<file path="src/rtl/core/scrf_pkg.sv">
// Package for the secant cubic root finder: constants, status codes, FSM states,
// and the controller-to-datapath command and status structs. No dependencies.
`default_nettype none
package scrf_pkg;
    localparam int unsigned FracBitsDef = 16;
    localparam int unsigned WordBitsDef = 32;
    localparam int unsigned NumRegs     = 6;

    localparam logic [2:0] RegCoeff0 = 3'd0;
    localparam logic [2:0] RegCoeff1 = 3'd1;
    localparam logic [2:0] RegCoeff2 = 3'd2;
    localparam logic [2:0] RegCoeff3 = 3'd3;
    localparam logic [2:0] RegTol    = 3'd4;
    localparam logic [2:0] RegMaxIt  = 3'd5;

    localparam logic [1:0] StConverged = 2'd0;
    localparam logic [1:0] StZeroDen   = 2'd1;
    localparam logic [1:0] StIterLimit = 2'd2;
    localparam logic [1:0] StOverflow  = 2'd3;

    typedef enum logic [3:0] {
        S_IDLE,
        S_LOAD,
        S_EVAL0,
        S_EVAL1,
        S_DEN,
        S_MULA,
        S_MULB,
        S_NUM,
        S_DIV,
        S_ERR,
        S_DONE
    } t_state;

    // Commands from controller to datapath
    typedef struct packed {
        logic load;
        logic eval_start;
        logic eval_sel;   // 0: older guess, 1: newer guess
        logic den;
        logic mul_start;
        logic mul_sel;    // 0: older*f1, 1: newer*f0
        logic div_start;
        logic err;
    } t_cmd;

    // Status from datapath to controller
    typedef struct packed {
        logic eval_done;
        logic mul_done;
        logic div_done;
        logic den_zero;
        logic ovf;
        logic conv;
    } t_stat;
endpackage
`default_nettype wire

</file>
<file path="src/rtl/core/scrf_if.sv">
// Valid/ready channel interfaces: item, result, and configuration write.
// Depends on nothing.
`default_nettype none
interface scrf_in_if;
    logic        valid;
    logic        ready;
    logic [31:0] first_guess;
    logic [31:0] second_guess;
    modport source (output valid, first_guess, second_guess, input ready);
    modport sink   (input valid, first_guess, second_guess, output ready);
endinterface

interface scrf_out_if;
    logic        valid;
    logic        ready;
    logic [31:0] root;
    logic [7:0]  iterations_used;
    logic [1:0]  status;
    modport source (output valid, root, iterations_used, status, input ready);
    modport sink   (input valid, root, iterations_used, status, output ready);
endinterface

interface scrf_cfg_if;
    logic        valid;
    logic        ready;
    logic [2:0]  index;
    logic [31:0] data;
    modport source (output valid, index, data, input ready);
    modport sink   (input valid, index, data, output ready);
endinterface
`default_nettype wire

</file>
<file path="src/rtl/core/scrf_mul.sv">
// Sequential signed fixed-point multiplier, shift-add over the WORD_BITS multiplier bits.
// Floors the product by FRAC_BITS and saturates. Uses scrf_pkg.
`default_nettype none
module scrf_mul import scrf_pkg::*; #(
    parameter int unsigned FRAC_BITS = FracBitsDef,
    parameter int unsigned WORD_BITS = WordBitsDef
) (
    input  wire logic                        i_clk,
    input  wire logic                        i_rst_n,
    input  wire logic                        i_start,
    input  wire logic signed [WORD_BITS-1:0] i_a,
    input  wire logic signed [WORD_BITS-1:0] i_b,
    output logic                             o_done,
    output logic signed [WORD_BITS-1:0]      o_p,
    output logic                             o_ovf
);
    localparam int unsigned PW = 2 * WORD_BITS;
    localparam int unsigned CW = $clog2(WORD_BITS + 1);

    logic [PW-1:0]        r_acc, r_mcand;
    logic [WORD_BITS-1:0] r_mplier;
    logic                 r_neg, r_busy;
    logic [CW-1:0]        r_cnt;
    logic [WORD_BITS-1:0] ua, ub;
    logic [PW-1:0]        q;
    logic                 rem_nz;
    logic [PW:0]          qr;
    logic [PW:0]          lim;
    logic [PW:0]          qs;

    assign ua = i_a[WORD_BITS-1] ? WORD_BITS'(-i_a) : WORD_BITS'(i_a);
    assign ub = i_b[WORD_BITS-1] ? WORD_BITS'(-i_b) : WORD_BITS'(i_b);

    // shift-add loop, one multiplier bit per cycle
    always_ff @(posedge i_clk) begin
        if (!i_rst_n) begin
            r_busy <= 1'b0;
            o_done <= 1'b0;
            r_cnt  <= '0;
        end else begin
            o_done <= 1'b0;
            if (i_start) begin
                r_busy   <= 1'b1;
                r_acc    <= '0;
                r_mcand  <= PW'(ua);
                r_mplier <= ub;
                r_neg    <= i_a[WORD_BITS-1] ^ i_b[WORD_BITS-1];
                r_cnt    <= CW'(WORD_BITS);
            end else if (r_busy) begin
                if (r_cnt == '0) begin
                    r_busy <= 1'b0;
                    o_done <= 1'b1;
                    o_p    <= r_neg ? -WORD_BITS'(qs) : WORD_BITS'(qs);
                    o_ovf  <= (qs != qr);
                end else begin
                    if (r_mplier[0]) r_acc <= r_acc + r_mcand;
                    r_mcand  <= r_mcand << 1;
                    r_mplier <= r_mplier >> 1;
                    r_cnt    <= r_cnt - 1'b1;
                end
            end
        end
    end

    // magnitude scaling, floor correction and clamp
    always_comb begin
        q      = r_acc >> FRAC_BITS;
        rem_nz = |r_acc[FRAC_BITS-1:0];
        qr     = {1'b0, q} + (PW+1)'(r_neg & rem_nz);
        lim    = (PW+1)'({1'b0, {(WORD_BITS-1){1'b1}}}) + (PW+1)'(r_neg);
        qs     = (qr > lim) ? lim : qr;
    end
endmodule
`default_nettype wire

</file>
<file path="src/rtl/core/scrf_div.sv">
// Restoring divider for fixed-point quotient (n << FRAC_BITS) / d, truncating.
// One quotient bit per cycle, saturating result. Uses scrf_pkg.
`default_nettype none
module scrf_div import scrf_pkg::*; #(
    parameter int unsigned FRAC_BITS = FracBitsDef,
    parameter int unsigned WORD_BITS = WordBitsDef
) (
    input  wire logic                        i_clk,
    input  wire logic                        i_rst_n,
    input  wire logic                        i_start,
    input  wire logic signed [WORD_BITS-1:0] i_n,
    input  wire logic signed [WORD_BITS-1:0] i_d,
    output logic                             o_done,
    output logic signed [WORD_BITS-1:0]      o_q,
    output logic                             o_ovf
);
    localparam int unsigned NW = WORD_BITS + FRAC_BITS;
    localparam int unsigned CW = $clog2(NW + 1);

    logic [NW-1:0]        r_num, r_q;
    logic [WORD_BITS:0]   r_rem;
    logic [WORD_BITS-1:0] r_den;
    logic                 r_neg, r_busy;
    logic [CW-1:0]        r_cnt;
    logic [WORD_BITS-1:0] un, ud;
    logic [WORD_BITS:0]   trial;
    logic [NW-1:0]        lim;

    assign un    = i_n[WORD_BITS-1] ? WORD_BITS'(-i_n) : WORD_BITS'(i_n);
    assign ud    = i_d[WORD_BITS-1] ? WORD_BITS'(-i_d) : WORD_BITS'(i_d);
    assign trial = {r_rem[WORD_BITS-1:0], r_num[NW-1]};
    assign lim   = NW'({1'b0, {(WORD_BITS-1){1'b1}}}) + NW'(r_neg);

    always_ff @(posedge i_clk) begin
        if (!i_rst_n) begin
            r_busy <= 1'b0;
            o_done <= 1'b0;
            r_cnt  <= '0;
        end else begin
            o_done <= 1'b0;
            if (i_start) begin
                r_busy <= 1'b1;
                r_num  <= {un, {FRAC_BITS{1'b0}}};
                r_den  <= ud;
                r_rem  <= '0;
                r_q    <= '0;
                r_neg  <= i_n[WORD_BITS-1] ^ i_d[WORD_BITS-1];
                r_cnt  <= CW'(NW);
            end else if (r_busy) begin
                if (r_cnt == '0) begin
                    r_busy <= 1'b0;
                    o_done <= 1'b1;
                    o_ovf  <= (r_q > lim);
                    o_q    <= r_neg ? -WORD_BITS'((r_q > lim) ? lim : r_q)
                                    :  WORD_BITS'((r_q > lim) ? lim : r_q);
                end else begin
                    // one quotient bit per cycle
                    if (trial >= {1'b0, r_den}) begin
                        r_rem <= trial - {1'b0, r_den};
                        r_q   <= {r_q[NW-2:0], 1'b1};
                    end else begin
                        r_rem <= trial;
                        r_q   <= {r_q[NW-2:0], 1'b0};
                    end
                    r_num <= r_num << 1;
                    r_cnt <= r_cnt - 1'b1;
                end
            end
        end
    end
endmodule
`default_nettype wire

</file>
<file path="src/rtl/core/scrf_dp.sv">
// Datapath: guess registers, Horner evaluation on the shared multiplier,
// secant numerator/denominator and divider. Uses scrf_pkg, scrf_mul, scrf_div.
`default_nettype none
module scrf_dp import scrf_pkg::*; #(
    parameter int unsigned FRAC_BITS = FracBitsDef,
    parameter int unsigned WORD_BITS = WordBitsDef
) (
    input  wire logic        i_clk,
    input  wire logic        i_rst_n,
    input  wire t_cmd        i_cmd,
    input  wire logic [31:0] i_x0,
    input  wire logic [31:0] i_x1,
    input  wire logic [31:0] i_c0,
    input  wire logic [31:0] i_c1,
    input  wire logic [31:0] i_c2,
    input  wire logic [31:0] i_c3,
    input  wire logic [30:0] i_tol,
    output t_stat            o_stat,
    output logic [31:0]      o_root,
    output logic             o_root_clip
);
    localparam int unsigned EW = (WORD_BITS > 32) ? WORD_BITS : 32;
    localparam logic signed [EW:0] WMax = (EW+1)'({1'b0, {(WORD_BITS-1){1'b1}}});
    localparam logic signed [EW:0] WMin = -WMax - (EW+1)'(1);

    typedef logic signed [WORD_BITS-1:0] t_w;

    t_w         r_x0, r_x1, r_x2, r_f0, r_f1, r_den, r_pa, r_p;
    logic       r_ovf, r_conv, r_eval, r_nextdone;
    logic       r_eval_done, r_mul_done;
    logic [1:0] r_k;
    t_w         mul_a, mul_b, mul_p, div_q;
    logic       mul_start, mul_done, mul_ovf, div_done, div_ovf;
    t_w         ck, s0, s1, cin;
    logic       o0, o1, oc;
    t_w         ldx0, ldx1;
    logic       lo0, lo1;
    t_w         e_abs;
    logic       e_ovf;

    // saturating add/sub of two words
    function automatic t_w sat_add(input t_w a, input t_w b, input logic sub,
                                   output logic ov);
        logic signed [WORD_BITS:0] s;
        begin
            s  = sub ? ({a[WORD_BITS-1], a} - {b[WORD_BITS-1], b})
                     : ({a[WORD_BITS-1], a} + {b[WORD_BITS-1], b});
            ov = (s[WORD_BITS] != s[WORD_BITS-1]);
            sat_add = ov ? (s[WORD_BITS] ? {1'b1, {(WORD_BITS-1){1'b0}}}
                                         : {1'b0, {(WORD_BITS-1){1'b1}}})
                         : s[WORD_BITS-1:0];
        end
    endfunction

    // 32-bit value into the word, saturating when the word is narrower
    function automatic t_w fit(input logic [31:0] v, output logic ov);
        logic signed [EW:0] e;
        begin
            e   = (EW+1)'(signed'(v));
            ov  = (e > WMax) || (e < WMin);
            fit = (e > WMax) ? WMax[WORD_BITS-1:0]
                : (e < WMin) ? WMin[WORD_BITS-1:0] : e[WORD_BITS-1:0];
        end
    endfunction

    always_comb begin
        ldx0 = fit(i_x0, lo0);
        ldx1 = fit(i_x1, lo1);
        case (r_k)
            2'd2:    cin = fit(i_c2, oc);
            2'd1:    cin = fit(i_c1, oc);
            default: cin = fit(i_c0, oc);
        endcase
        ck    = fit(i_c3, o0);
        s0    = sat_add(cin, mul_p, 1'b0, o1);
        e_abs = sat_add(div_q, r_x1, 1'b1, e_ovf);
    end

    logic ov_a, ov_b;
    t_w   num, dsub, e2, e_neg;
    logic ov_c, ov_neg;
    always_comb begin
        s1    = sat_add(r_pa, mul_p, 1'b1, ov_a);
        dsub  = sat_add(r_f1, r_f0, 1'b1, ov_b);
        // absolute change; negating the most negative word saturates
        e_neg = sat_add('0, e_abs, 1'b1, ov_neg);
        e2    = e_abs[WORD_BITS-1] ? e_neg : e_abs;
        ov_c  = e_abs[WORD_BITS-1] & ov_neg;
        num   = s1;
    end

    // multiplier operands: Horner step or secant products
    assign mul_a = r_eval ? r_p : (i_cmd.mul_sel ? r_x1 : r_x0);
    assign mul_b = r_eval ? (i_cmd.eval_sel ? r_x1 : r_x0)
                          : (i_cmd.mul_sel ? r_f0 : r_f1);
    assign mul_start = i_cmd.mul_start | r_nextdone;

    scrf_mul #(.FRAC_BITS(FRAC_BITS), .WORD_BITS(WORD_BITS)) u_mul (
        .i_clk(i_clk), .i_rst_n(i_rst_n), .i_start(mul_start),
        .i_a(mul_a), .i_b(mul_b), .o_done(mul_done), .o_p(mul_p), .o_ovf(mul_ovf)
    );

    scrf_div #(.FRAC_BITS(FRAC_BITS), .WORD_BITS(WORD_BITS)) u_div (
        .i_clk(i_clk), .i_rst_n(i_rst_n), .i_start(i_cmd.div_start),
        .i_n(r_pa), .i_d(r_den), .o_done(div_done), .o_q(div_q), .o_ovf(div_ovf)
    );

    // working registers and sticky overflow
    always_ff @(posedge i_clk) begin
        if (!i_rst_n) begin
            r_ovf       <= 1'b0;
            r_eval      <= 1'b0;
            r_nextdone  <= 1'b0;
            r_conv      <= 1'b0;
            r_k         <= '0;
            r_eval_done <= 1'b0;
            r_mul_done  <= 1'b0;
        end else begin
            r_nextdone  <= 1'b0;
            r_eval_done <= 1'b0;
            r_mul_done  <= 1'b0;
            if (i_cmd.load) begin
                r_x0  <= ldx0;
                r_x1  <= ldx1;
                r_ovf <= lo0 | lo1;
            end
            if (i_cmd.eval_start) begin
                // Horner starts at the top coefficient, then three mul-add steps
                r_p        <= ck;
                r_ovf      <= r_ovf | o0;
                r_eval     <= 1'b1;
                r_k        <= 2'd2;
                r_nextdone <= 1'b1;
            end else if (r_eval && mul_done) begin
                r_p   <= s0;
                r_ovf <= r_ovf | mul_ovf | oc | o1;
                if (r_k == 2'd0) begin
                    r_eval      <= 1'b0;
                    r_eval_done <= 1'b1;
                    if (i_cmd.eval_sel) r_f1 <= s0; else r_f0 <= s0;
                end else begin
                    r_k        <= r_k - 2'd1;
                    r_nextdone <= 1'b1;
                end
            end
            if (i_cmd.den) begin
                r_den <= dsub;
                r_ovf <= r_ovf | ov_b;
            end
            if (i_cmd.mul_start) r_k <= {1'b0, i_cmd.mul_sel};
            // second product is subtracted from the first as it lands
            if (!r_eval && mul_done) begin
                r_mul_done <= 1'b1;
                r_ovf <= r_ovf | mul_ovf | (r_k[0] & ov_a);
                if (r_k[0]) r_pa <= num; else r_pa <= mul_p;
            end
            if (div_done) begin
                r_x2  <= div_q;
                r_ovf <= r_ovf | div_ovf | e_ovf | ov_c;
                r_conv <= (EW+1)'($unsigned(e2)) < (EW+1)'(i_tol);
            end
            if (i_cmd.err) begin
                r_x0 <= r_x1;
                r_x1 <= r_x2;
            end
        end
    end

    assign o_stat.eval_done = r_eval_done;
    assign o_stat.mul_done  = r_mul_done;
    assign o_stat.div_done  = div_done;
    assign o_stat.den_zero  = (r_den == '0);
    assign o_stat.ovf       = r_ovf;
    assign o_stat.conv      = r_conv;

    // root from x2 (or x1 on flat secant, which equals r_x1), clamped to 32 bits
    logic signed [EW:0] rx;
    assign rx          = (EW+1)'(r_x1);
    assign o_root_clip = (rx > (EW+1)'(32'sh7FFFFFFF)) || (rx < -(EW+1)'(33'sh080000000));
    assign o_root      = (rx > (EW+1)'(32'sh7FFFFFFF)) ? 32'h7FFFFFFF
                       : (rx < -(EW+1)'(33'sh080000000)) ? 32'h80000000 : rx[31:0];
endmodule
`default_nettype wire

</file>
<file path="src/rtl/core/scrf_ctrl.sv">
// Controller state machine sequencing the secant steps. Uses scrf_pkg.
`default_nettype none
module scrf_ctrl import scrf_pkg::*; (
    input  wire logic       i_clk,
    input  wire logic       i_rst_n,
    input  wire logic       i_in_valid,
    output logic            o_in_ready,
    output logic            o_out_valid,
    input  wire logic       i_out_ready,
    input  wire logic [7:0] i_max_it,
    input  wire t_stat      i_stat,
    input  wire logic       i_root_clip,
    output t_cmd            o_cmd,
    output logic [7:0]      o_iters,
    output logic [1:0]      o_status
);
    t_state     r_state, n_state;
    logic [7:0] r_cnt, n_cnt, limit;
    logic [1:0] r_st, n_st;

    assign limit = (i_max_it == 8'd0) ? 8'd1 : i_max_it;

    always_ff @(posedge i_clk) begin
        if (!i_rst_n) begin
            r_state <= S_IDLE;
            r_cnt   <= '0;
            r_st    <= StIterLimit;
        end else begin
            r_state <= n_state;
            r_cnt   <= n_cnt;
            r_st    <= n_st;
        end
    end

    always_comb begin
        n_state     = r_state;
        n_cnt       = r_cnt;
        n_st        = r_st;
        o_cmd       = '0;
        o_in_ready  = 1'b0;
        o_out_valid = 1'b0;
        case (r_state)
            S_IDLE: begin
                o_in_ready = 1'b1;
                if (i_in_valid) begin
                    o_cmd.load = 1'b1;
                    n_cnt      = '0;
                    n_state    = S_LOAD;
                end
            end
            S_LOAD: begin
                n_cnt            = r_cnt + 8'd1;
                o_cmd.eval_start = 1'b1;
                n_state          = S_EVAL0;
            end
            S_EVAL0: if (i_stat.eval_done) begin
                o_cmd.eval_start = 1'b1;
                o_cmd.eval_sel   = 1'b1;
                n_state          = S_EVAL1;
            end
            S_EVAL1: begin
                o_cmd.eval_sel = 1'b1;
                if (i_stat.eval_done) begin
                    n_state = S_DEN;
                end
            end
            S_DEN: begin
                o_cmd.den = 1'b1;
                n_state   = S_MULA;
            end
            S_MULA: begin
                if (i_stat.den_zero) begin
                    n_st    = i_stat.ovf ? StOverflow : StZeroDen;
                    n_state = S_DONE;
                end else begin
                    o_cmd.mul_start = 1'b1;
                    n_state         = S_MULB;
                end
            end
            S_MULB: if (i_stat.mul_done) begin
                o_cmd.mul_start = 1'b1;
                o_cmd.mul_sel   = 1'b1;
                n_state         = S_NUM;
            end
            S_NUM: if (i_stat.mul_done) begin
                o_cmd.div_start = 1'b1;
                n_state         = S_DIV;
            end
            S_DIV: if (i_stat.div_done) begin
                n_state = S_ERR;
            end
            S_ERR: begin
                o_cmd.err = 1'b1;
                if (i_stat.ovf) begin
                    n_st = StOverflow; n_state = S_DONE;
                end else if (i_stat.conv) begin
                    n_st = StConverged; n_state = S_DONE;
                end else if (r_cnt >= limit) begin
                    n_st = StIterLimit; n_state = S_DONE;
                end else begin
                    n_state = S_LOAD;
                end
            end
            S_DONE: begin
                o_out_valid = 1'b1;
                if (i_out_ready) n_state = S_IDLE;
            end
            default: n_state = S_IDLE;
        endcase
    end

    assign o_iters  = r_cnt;
    assign o_status = i_root_clip ? StOverflow : r_st;
endmodule
`default_nettype wire

</file>
<file path="src/rtl/core/secant_cubic_root_finder.sv">
// Secant cubic root finder, top level: configuration registers, controller
// and datapath. Depends on scrf_pkg, scrf_if, scrf_ctrl, scrf_dp.
`default_nettype none
// Takes x0 and x1 on the input channel and runs secant steps on
// f(x) = c3 x^3 + c2 x^2 + c1 x + c0 in signed fixed point, Horner's rule,
// returning one result (root, steps used, status) per item. One item at a
// time. Each step runs eight products on the shared serial multiplier and
// one division, in Q16.16 with the default parameters. The result is
// offered once the last step ends (a flat secant ends its last step before
// the secant products and division), and input is taken again the cycle
// after the result transfer. Configuration writes are taken at any time and
// must only be done while idle.
module secant_cubic_root_finder import scrf_pkg::*; #(
    parameter int unsigned FRAC_BITS = FracBitsDef,
    parameter int unsigned WORD_BITS = WordBitsDef
) (
    input wire logic i_clk,
    input wire logic i_rst_n,
    scrf_in_if.sink    in_ch,
    scrf_out_if.source out_ch,
    scrf_cfg_if.sink   cfg_ch
);
    logic [31:0] r_c0, r_c1, r_c2, r_c3;
    logic [30:0] r_tol;
    logic [7:0]  r_max_it;
    t_cmd        cmd;
    t_stat       stat;
    logic        root_clip;

    // configuration register file
    assign cfg_ch.ready = 1'b1;
    always_ff @(posedge i_clk) begin
        if (!i_rst_n) begin
            r_c0 <= '0; r_c1 <= '0; r_c2 <= '0; r_c3 <= '0;
            r_tol <= 31'd1; r_max_it <= 8'd64;
        end else if (cfg_ch.valid) begin
            case (cfg_ch.index)
                RegCoeff0: r_c0     <= cfg_ch.data;
                RegCoeff1: r_c1     <= cfg_ch.data;
                RegCoeff2: r_c2     <= cfg_ch.data;
                RegCoeff3: r_c3     <= cfg_ch.data;
                RegTol:    r_tol    <= cfg_ch.data[30:0];
                RegMaxIt:  r_max_it <= cfg_ch.data[7:0];
                default: ;
            endcase
        end
    end

    scrf_ctrl u_ctrl (
        .i_clk(i_clk), .i_rst_n(i_rst_n),
        .i_in_valid(in_ch.valid), .o_in_ready(in_ch.ready),
        .o_out_valid(out_ch.valid), .i_out_ready(out_ch.ready),
        .i_max_it(r_max_it), .i_stat(stat), .i_root_clip(root_clip),
        .o_cmd(cmd), .o_iters(out_ch.iterations_used), .o_status(out_ch.status)
    );

    scrf_dp #(.FRAC_BITS(FRAC_BITS), .WORD_BITS(WORD_BITS)) u_dp (
        .i_clk(i_clk), .i_rst_n(i_rst_n), .i_cmd(cmd),
        .i_x0(in_ch.first_guess), .i_x1(in_ch.second_guess),
        .i_c0(r_c0), .i_c1(r_c1), .i_c2(r_c2), .i_c3(r_c3), .i_tol(r_tol),
        .o_stat(stat), .o_root(out_ch.root), .o_root_clip(root_clip)
    );

    // one item in flight: no input accepted while a result is offered
    a_excl: assert property (@(posedge i_clk) disable iff (!i_rst_n)
        !(in_ch.ready && out_ch.valid)) else $error("ready while result pending");
    // a result never shows zero steps
    a_iters: assert property (@(posedge i_clk) disable iff (!i_rst_n)
        out_ch.valid |-> out_ch.iterations_used != 8'd0) else $error("zero steps");
    // the load command only follows an input transfer
    a_load: assert property (@(posedge i_clk) disable iff (!i_rst_n)
        cmd.load |-> (in_ch.valid && in_ch.ready)) else $error("load without transfer");
endmodule
`default_nettype wire
</file>
<file path="src/flat_wrapper.sv">
// flat-port wrapper written by rule: the top's interface ports become plain ports
module secant_cubic_root_finder_flat import scrf_pkg::*;
#(
    parameter int unsigned FRAC_BITS = FracBitsDef,
    parameter int unsigned WORD_BITS = WordBitsDef
)
  (i_clk, i_rst_n, in_ch_valid, in_ch_first_guess, in_ch_second_guess, in_ch_ready, out_ch_valid, out_ch_root, out_ch_iterations_used, out_ch_status, out_ch_ready, cfg_ch_valid, cfg_ch_index, cfg_ch_data, cfg_ch_ready);
  scrf_in_if in_ch_i ();
  scrf_out_if out_ch_i ();
  scrf_cfg_if cfg_ch_i ();
  input wire logic i_clk;
  input wire logic i_rst_n;
  input wire logic [$bits(in_ch_i.valid)-1:0] in_ch_valid;
  input wire logic [$bits(in_ch_i.first_guess)-1:0] in_ch_first_guess;
  input wire logic [$bits(in_ch_i.second_guess)-1:0] in_ch_second_guess;
  output wire logic [$bits(in_ch_i.ready)-1:0] in_ch_ready;
  output wire logic [$bits(out_ch_i.valid)-1:0] out_ch_valid;
  output wire logic [$bits(out_ch_i.root)-1:0] out_ch_root;
  output wire logic [$bits(out_ch_i.iterations_used)-1:0] out_ch_iterations_used;
  output wire logic [$bits(out_ch_i.status)-1:0] out_ch_status;
  input wire logic [$bits(out_ch_i.ready)-1:0] out_ch_ready;
  input wire logic [$bits(cfg_ch_i.valid)-1:0] cfg_ch_valid;
  input wire logic [$bits(cfg_ch_i.index)-1:0] cfg_ch_index;
  input wire logic [$bits(cfg_ch_i.data)-1:0] cfg_ch_data;
  output wire logic [$bits(cfg_ch_i.ready)-1:0] cfg_ch_ready;
  assign in_ch_i.valid = in_ch_valid;
  assign in_ch_i.first_guess = in_ch_first_guess;
  assign in_ch_i.second_guess = in_ch_second_guess;
  assign in_ch_ready = in_ch_i.ready;
  assign out_ch_valid = out_ch_i.valid;
  assign out_ch_root = out_ch_i.root;
  assign out_ch_iterations_used = out_ch_i.iterations_used;
  assign out_ch_status = out_ch_i.status;
  assign out_ch_i.ready = out_ch_ready;
  assign cfg_ch_i.valid = cfg_ch_valid;
  assign cfg_ch_i.index = cfg_ch_index;
  assign cfg_ch_i.data = cfg_ch_data;
  assign cfg_ch_ready = cfg_ch_i.ready;
  secant_cubic_root_finder #(.FRAC_BITS(FRAC_BITS), .WORD_BITS(WORD_BITS)) u_core (.i_clk(i_clk), .i_rst_n(i_rst_n), .in_ch(in_ch_i), .out_ch(out_ch_i), .cfg_ch(cfg_ch_i));
endmodule
</file>
<file path="config.mk">
export PLATFORM = sky130hd
export DESIGN_NAME = secant_cubic_root_finder_flat
export DESIGN_NICKNAME = d
export VERILOG_FILES = /design/src/rtl/core/scrf_pkg.sv /design/src/rtl/core/scrf_if.sv /design/src/rtl/core/scrf_mul.sv /design/src/rtl/core/scrf_div.sv /design/src/rtl/core/scrf_dp.sv /design/src/rtl/core/scrf_ctrl.sv /design/src/rtl/core/secant_cubic_root_finder.sv /design/src/flat_wrapper.sv
export SDC_FILE = /design/constraint.sdc
export NUM_CORES = 2
export LEC_CHECK = 0
export BUFFER_PORTS_ARGS = -buffer_cell sky130_fd_sc_hd__buf_2
export CORE_MARGIN = 8
export CORE_UTILIZATION = 40
export DETAILED_ROUTE_END_ITERATION = 12
export SLEW_MARGIN = 5
export SYNTH_ARGS = -nofsm -noshare
export SYNTH_HDL_FRONTEND = slang
export SYNTH_SLANG_ARGS = --single-unit
</file>
<file path="constraint.sdc">
create_clock -name i_clk -period 14.8 [get_ports i_clk]
set_input_delay 2.22 -clock i_clk [delete_from_list [all_inputs] [get_ports i_clk]]
set_output_delay 2.22 -clock i_clk [all_outputs]
set_load 0.01 [all_outputs]
</file>
# --- After elaboration in Yosys (flattened, before gate mapping) ---
# Cells that the tools add are included.
classes:
  n_addsub: 20
  order_cmp: 19
  eq_ne: 36
  n_mux: 134
  n_bitwise: 26
  reduce_logical: 64
op_table:
  columns: ["operator", "n"]
  rows:
  - ["$mux 32", 50]
  - ["$mux 64", 5]
  - ["$mux 48", 5]
  - ["$gt 32x32->1 const B", 7]
  - ["$lt 32x32->1 const B", 7]
  - ["$neg 32->32", 6]
  - ["$sub 32x32->33", 3]
  - ["$add 48x65->65", 1]
  - ["$gt 65x65->1", 1]
  - ["$mux 65", 1]
  - ["$ne 65x65->1", 1]
  - ["$add 31x1->32 const A", 2]
  - ["$add 64x64->64", 1]
  - ["$pmux 32 s2", 1]
  - ["$gt 48x32->1", 1]
  - ["$mux 4", 11]
  - ["$pmux 4 s11", 1]
  - ["$reduce_and 2->1", 21]
  - ["$mux 6", 6]
  - ["$mux 1", 34]
  - ["$add 32x32->33", 1]
  - ["$ge 33x32->1", 1]
  - ["$sub 1x32->33 const A", 1]
  - ["$logic_not 32->1", 1]
  - ["other kinds (48)", 130]
word_totals:
  reg_bits: 849
  input_bits: 104
  output_inout_bits: 45
  word_cells: 348

# --- Logic depth before layout (Yosys ltp) ---
depth:
  word_depth: 12
  depth_mapped: 39
  ltp_nobuf: 36

# --- Hierarchy ---
# Synthesis repeated with hierarchy kept, for this count alone.
hier_totals:
  cells_unflattened: 5966
  area_unflattened_um2: 56250.2
by_module_without_submodules:
  columns: ["module", "instances", "cells_per_inst", "area_each_um2", "seq_area_each_um2"]
  rows:
  - ["scrf_dp", 1, 2348, 21647.0, 7847.5]
  - ["scrf_mul", 1, 1726, 15606.2, 5985.7]
  - ["scrf_div", 1, 1153, 11652.4, 5505.3]
  - ["secant_cubic_root_finder", 1, 584, 6124.6, 3343.2]
  - ["scrf_ctrl", 1, 155, 1219.9, 280.3]

# --- Least setup slack after synthesis ---
# OpenSTA, ideal clock, no wires.
synth_timing:
  path_type: "input to register"
  startpoint: "input i_rst_n"
  endpoint: "register u_core.u_dp.u_div.r_num[16] (enable)"
  setup_time_ps: 754
  arrival_time_ps: 10849
  required_time_ps: 14046
  slack_ps: 3197
  cell_stages: 3
  n_path_buf: 2
  path_cell_list: "clkbuf_1 clkbuf_1 a21boi_0"
synth_between:
  elab_chain_len: 1
synth_rtl:
  columns: ["element", "line_no", "source"]
  rows:
  - ["start, declared", "flat_wrapper.sv:12", "input wire logic i_rst_n;"]
  - ["$reduce_and 3->1 (no line)", null, null]
  - ["end signal, assigned", "scrf_div.sv:43", "r_num <= {un, {FRAC_BITS{1'b0}}};"]
  - ["end signal, assigned", "scrf_div.sv:65", "r_num <= r_num << 1;"]
  - ["end, declared", "scrf_div.sv:20", "logic [NW-1:0] r_num, r_q;"]
# Every way passes these cells.
# A chain may end at the register's enable or synchronous reset.

# --- Final worst setup path ---
layout_timing:
  startpoint: "register u_core.u_dp.r_x1[0]"
  endpoint: "register u_core.u_dp.r_conv"
layout_between:
  elab_chain_len: 8
layout_rtl:
  columns: ["element", "line_no", "source"]
  rows:
  - ["start, declared", "scrf_dp.sv:28", "t_w r_x0, r_x1, r_x2, r_f0, r_f1, r_den, r_pa, r_p;"]
  - ["start signal, assigned", "scrf_dp.sv:124", "r_x1 <= ldx1;"]
  - ["start signal, assigned", "scrf_dp.sv:164", "r_x1 <= r_x2;"]
  - ["$sub 32x32->33 *", "scrf_dp.sv:46", "s = sub ? ({a[WORD_BITS-1], a} - {b[WORD_BITS-1], b})"]
  - ["$mux 32 or $ne 1x1->1 (tied branches)", "scrf_dp.sv:49, scrf_dp.sv:48", null]
  - ["$mux 32 *", "scrf_dp.sv:49", "sat_add = ov ? (s[WORD_BITS] ? {1'b1, {(WORD_BITS-1){1'b0}}}"]
  - ["$sub 1x32->33", "scrf_dp.sv:46", null]
  - ["$mux 32 or $ne 1x1->1 (tied branches)", "scrf_dp.sv:49, scrf_dp.sv:48", null]
  - ["$mux 32", "scrf_dp.sv:49", null]
  - ["$mux 32 *", "scrf_dp.sv:87", "e2 = e_abs[WORD_BITS-1] ? e_neg : e_abs;"]
  - ["$lt 32x31->1 *", "scrf_dp.sv:160", "r_conv <= (EW+1)'($unsigned(e2)) < (EW+1)'(i_tol);"]
  - ["end signal, assigned", "scrf_dp.sv:160", null]
  - ["end, declared", "scrf_dp.sv:29", "logic r_ovf, r_conv, r_eval, r_nextdone;"]
# Every way passes the cells marked *; elsewhere a longest branch is shown, timed or not.

==> impl_results.md <==
* Cells after synthesis at 6241
* Critical path endpoint: u_core.u_dp.r_conv$_SDFFE_PN0P_
* Synth Area in Compound Gates at 20.62%
* Fmax at 0.1141 GHz
* CTS sink cnt at 833
* Reg2Reg Capture Point: u_core.u_dp.r_conv$_SDFFE_PN0P_
* Layout cell share with drive strength beyond 1 at 7.636%
* Pin count of the biggest net entering global routing at 97
* Mean Syn Cell Area at 8.856 µm²
* Detailed placement HPWL at 136600 µm
* DR DRC count at 0
* Yosys top cell area share at 34.12%
* Vert. Die Dim at 387.7 µm
* Placer Congestion at 0.9705
* Drt via density at 5.790
* Met1 Routed Length at 85600 µm
* Worst Tran Pin Value at 1.360 ns
* WS Path Type: flip-flop to flip-flop
* Post-DRT Antenna Nets at 0
* Num CTS Buffers at 98
* Status: completed
* Top cells by count, synth: nand2_1 (951), edfxtp_1 (628), o21ai_0 (464)
* # IOs at 149
* FILL cells at 13300
* Worst clock skew at 0.07377 ns
* Postcts setup bufs at 0
* Initial Util at 40.25%
* TritonCTS clock tree: done
* Cell mode on critical path: o21ai_0
* Vias in the first global route at 43050
* Crit path largest cell delay at 0.66 ns
* Pre-antenna DRT Iters at 6
* Area of the mapped netlist at 0.05527 mm²
* RSZ-0062 raised after global routing: no
* Gr ovfl total at 0
* Highest metal used: met5
* Adder-cell share of the synthesized area at 8.245%
* WP data arrival at 9.38 ns
* Gr usage total at 23.13%
* Wire per inst at 22.49 µm
* P per Cell Area at 134.8 mW/mm²
* Syn nets at 6692
* # rows at 136
* EDFF count, synth at 628
* Post-Synth Simple-Gate Area at 18.20%
* Met2 wire len at 76500 µm
* Cts repair resizes at 0
* Die ar. at 0.1503 mm²
* Relative slew slack at 8.350%
* CP max-delay cell: ha_1
* CP Max Fanout at 35
* WHS at 0.4476 ns
* Sequential area share after synthesis at 41.54%
* Routed WL at 182300 µm
* Final setup viols at 0
* Setup crit start kind: flip-flop
* Initial antenna violation count at 12
* Yosys cell types at 99
* Die width at 387.7 µm
* Met3 Routed Length at 14330 µm
* Most common cell in the synthesized netlist: nand2_1
* DR vias at 46950
* Top Registers: u_core.u_dp.u_mul.r_acc x64, u_core.u_dp.u_mul.r_mcand x64, u_core.u_dp.u_div.r_q x48
* Post-synthesis xor/xnor area fraction at 5.542%
* H-Tree Depth at 3
* Critical path capture point type: flip-flop
* Max-slew violations at 0
* Synth async-reset ratio at 0%
* Yosys warns at 0
* R2R setup slack at 6.03 ns
* Core Area at 0.1373 mm²
* Worst vdd ir at 0.1175 mV
* Root Buffer: clkbuf_16
* Total Nets Final at 6678
* Min Tclk post-route at 8.766 ns
* Period utilization at 59.23%
* First-pass GRT wire length at 272400 µm
* RR Startpoint: u_core.u_dp.r_x1[0]$_DFFE_PP_
* Reg2Reg Depth at 36
* CTS Buffer Depth at 3
* Worst-skew pair later-pin latency at 0.75 ns
* Synth area leader: edfxtp_1
* P&R area growth vs syn at 10.18%
* Top_reg_cell synth: edfxtp_1
* Largest family of logic cells by synthesized area: compound AO/OA/AOI/OAI gates
* WP data required at 15.42 ns
* #FFs+latches synth at 833
* Leakage at 23.25 nW
* Hold Violations, Final at 0
* Setup TNS at 0 ns
* Largest cells by area after synthesis: edfxtp_1 (34%), ha_1 (7.7%), dfxtp_1 (7.4%)
* # hold bufs at CTS at 0
* Port Buf Inserts at 147
* Setup crit start: u_core.u_dp.r_x1[0]$_DFFE_PP_
* HP Class: flip-flop to flip-flop
* Post-synthesis mux area share at 1.478%
* Clock slew at reported path FFs at 0.06 ns
* Initial DRC Count at 4576
* Max-cap viol count at 0
## per-layer routing
layer | vias to the layer above | GRT usage, %
met5 | - | 0
met4 | 4 | 6.710
met3 | 266 | 4.417
met2 | 1639 | 34.15
met1 | 22570 | 34.21
li1 | 22470 | -
## through the flow
step	worst slack (ns)	power [mW]	cell area (µm²)	util, %	cells
after global placement	6.391	5.652	57560	41.92	7921
after CTS	6.174	8.210	60890	44.34	8106
after global routing	5.421	8.532	60890	44.34	8106
after detailed placement	6.231	5.664	57560	41.92	7921
after floorplan	3.197	4.653	55270	-	6241
final	6.034	8.210	60890	44.34	8108
## layout make-up
| cell class | instances | area (µm²) | area share, % |
|---|---|---|---|
| Multi-Input combinational cell | 4790 | 30040 | 49.32 |
| Sequential cell | 833 | 22970 | 37.71 |
| Clock buffer | 121 | 2650 | 4.352 |
| Tap cell | 1794 | 2245 | 3.686 |
| Timing Repair Buffer | 210 | 1211 | 1.989 |
| Inverter | 294 | 1104 | 1.812 |
| Clock inverter | 64 | 678.2 | 1.114 |
| Antenna cell | 2 | 5.005 | 0.008219 |
## cell families (layout without fill, tap and decap cells)
| group | count (synthesis) | count (layout) |
|---|---|---|
| AOI/OAI and AO/OA | 1806 | 1806 |
| xor gates and xnor gates | 348 | 348 |
| adders and majority gates | 364 | 364 |
| buffers and inverters | 618 | 689 |
| DFF | 833 | 833 |
| muxes | 78 | 78 |
| other | 1 | 3 |
| and+or+nand+nor | 2193 | 2193 |
## power breakdown
group | internal (mW) | total, mW | leakage, nW | switching (mW)
sequential | 2.81 | 2.94 | 7.32 | 0.130
clock | 1.46 | 2.53 | 1.63 | 1.07
combinational | 0.872 | 2.75 | 14.3 | 1.87
## critical path: cells and delay by family (launching register included)
family | cells | cell delay [ns]
AOI/OAI and AO/OA | 17 | 3.76
and+or+nand+nor | 13 | 2.17
buffers and inverters | 1 | 0.34
adders and majority gates | 5 | 1.87
DFF | 1 | 0.49
## cells in the final DEF, fill, tap and decap left out, types with 50 or more instances in the layout
cell       Yosys  layout
nand3_1      123     120
and2_1       122     121
a21o_1       129     129
inv_1        293     293
buf_4         10      64
nor4_1        51      51
buf_2         33     146
and3_1        55      55
a21oi_1      461     460
a21boi_0     197     194
xnor2_1      195     195
xor2_1       151     151
a31oi_1       50      50
clkbuf_16      0      99
o21ai_0      464     464
nand4_1       62      62
o211ai_1      63      63
nor2b_1       63      63
dfxtp_1      205     204
nor2_1       454     448
o21a_1        68      66
nand2b_1      63      61
ha_1         341     339
nor3_1       113     112
edfxtp_1     628     628
nand2_1      951     949
## worst min-delay path by stage
stage / startpoint / endpoint / slack, ns / depth (start not counted)
after floorplan: u_core.u_dp.u_div.o_q[0]$_DFFE_PP_ / u_core.u_dp.r_x2[0]$_DFFE_PP_ / 0.43 / 0
after global placement: u_core.u_dp.u_div.o_q[14]$_DFFE_PP_ / u_core.u_dp.r_x2[14]$_DFFE_PP_ / 0.43 / 0
after detailed placement: u_core.u_dp.u_div.o_q[0]$_DFFE_PP_ / u_core.u_dp.r_x2[0]$_DFFE_PP_ / 0.43 / 0
after CTS: u_core.u_dp.u_div.o_q[0]$_DFFE_PP_ / u_core.u_dp.r_x2[0]$_DFFE_PP_ / 0.45 / 0
after global routing: u_core.u_dp.u_div.o_q[25]$_DFFE_PP_ / u_core.u_dp.r_x2[25]$_DFFE_PP_ / 0.47 / 0
final: u_core.u_dp.u_div.o_q[0]$_DFFE_PP_ / u_core.u_dp.r_x2[0]$_DFFE_PP_ / 0.45 / 0
Note: power is estimated with default switching activity, not from simulation.
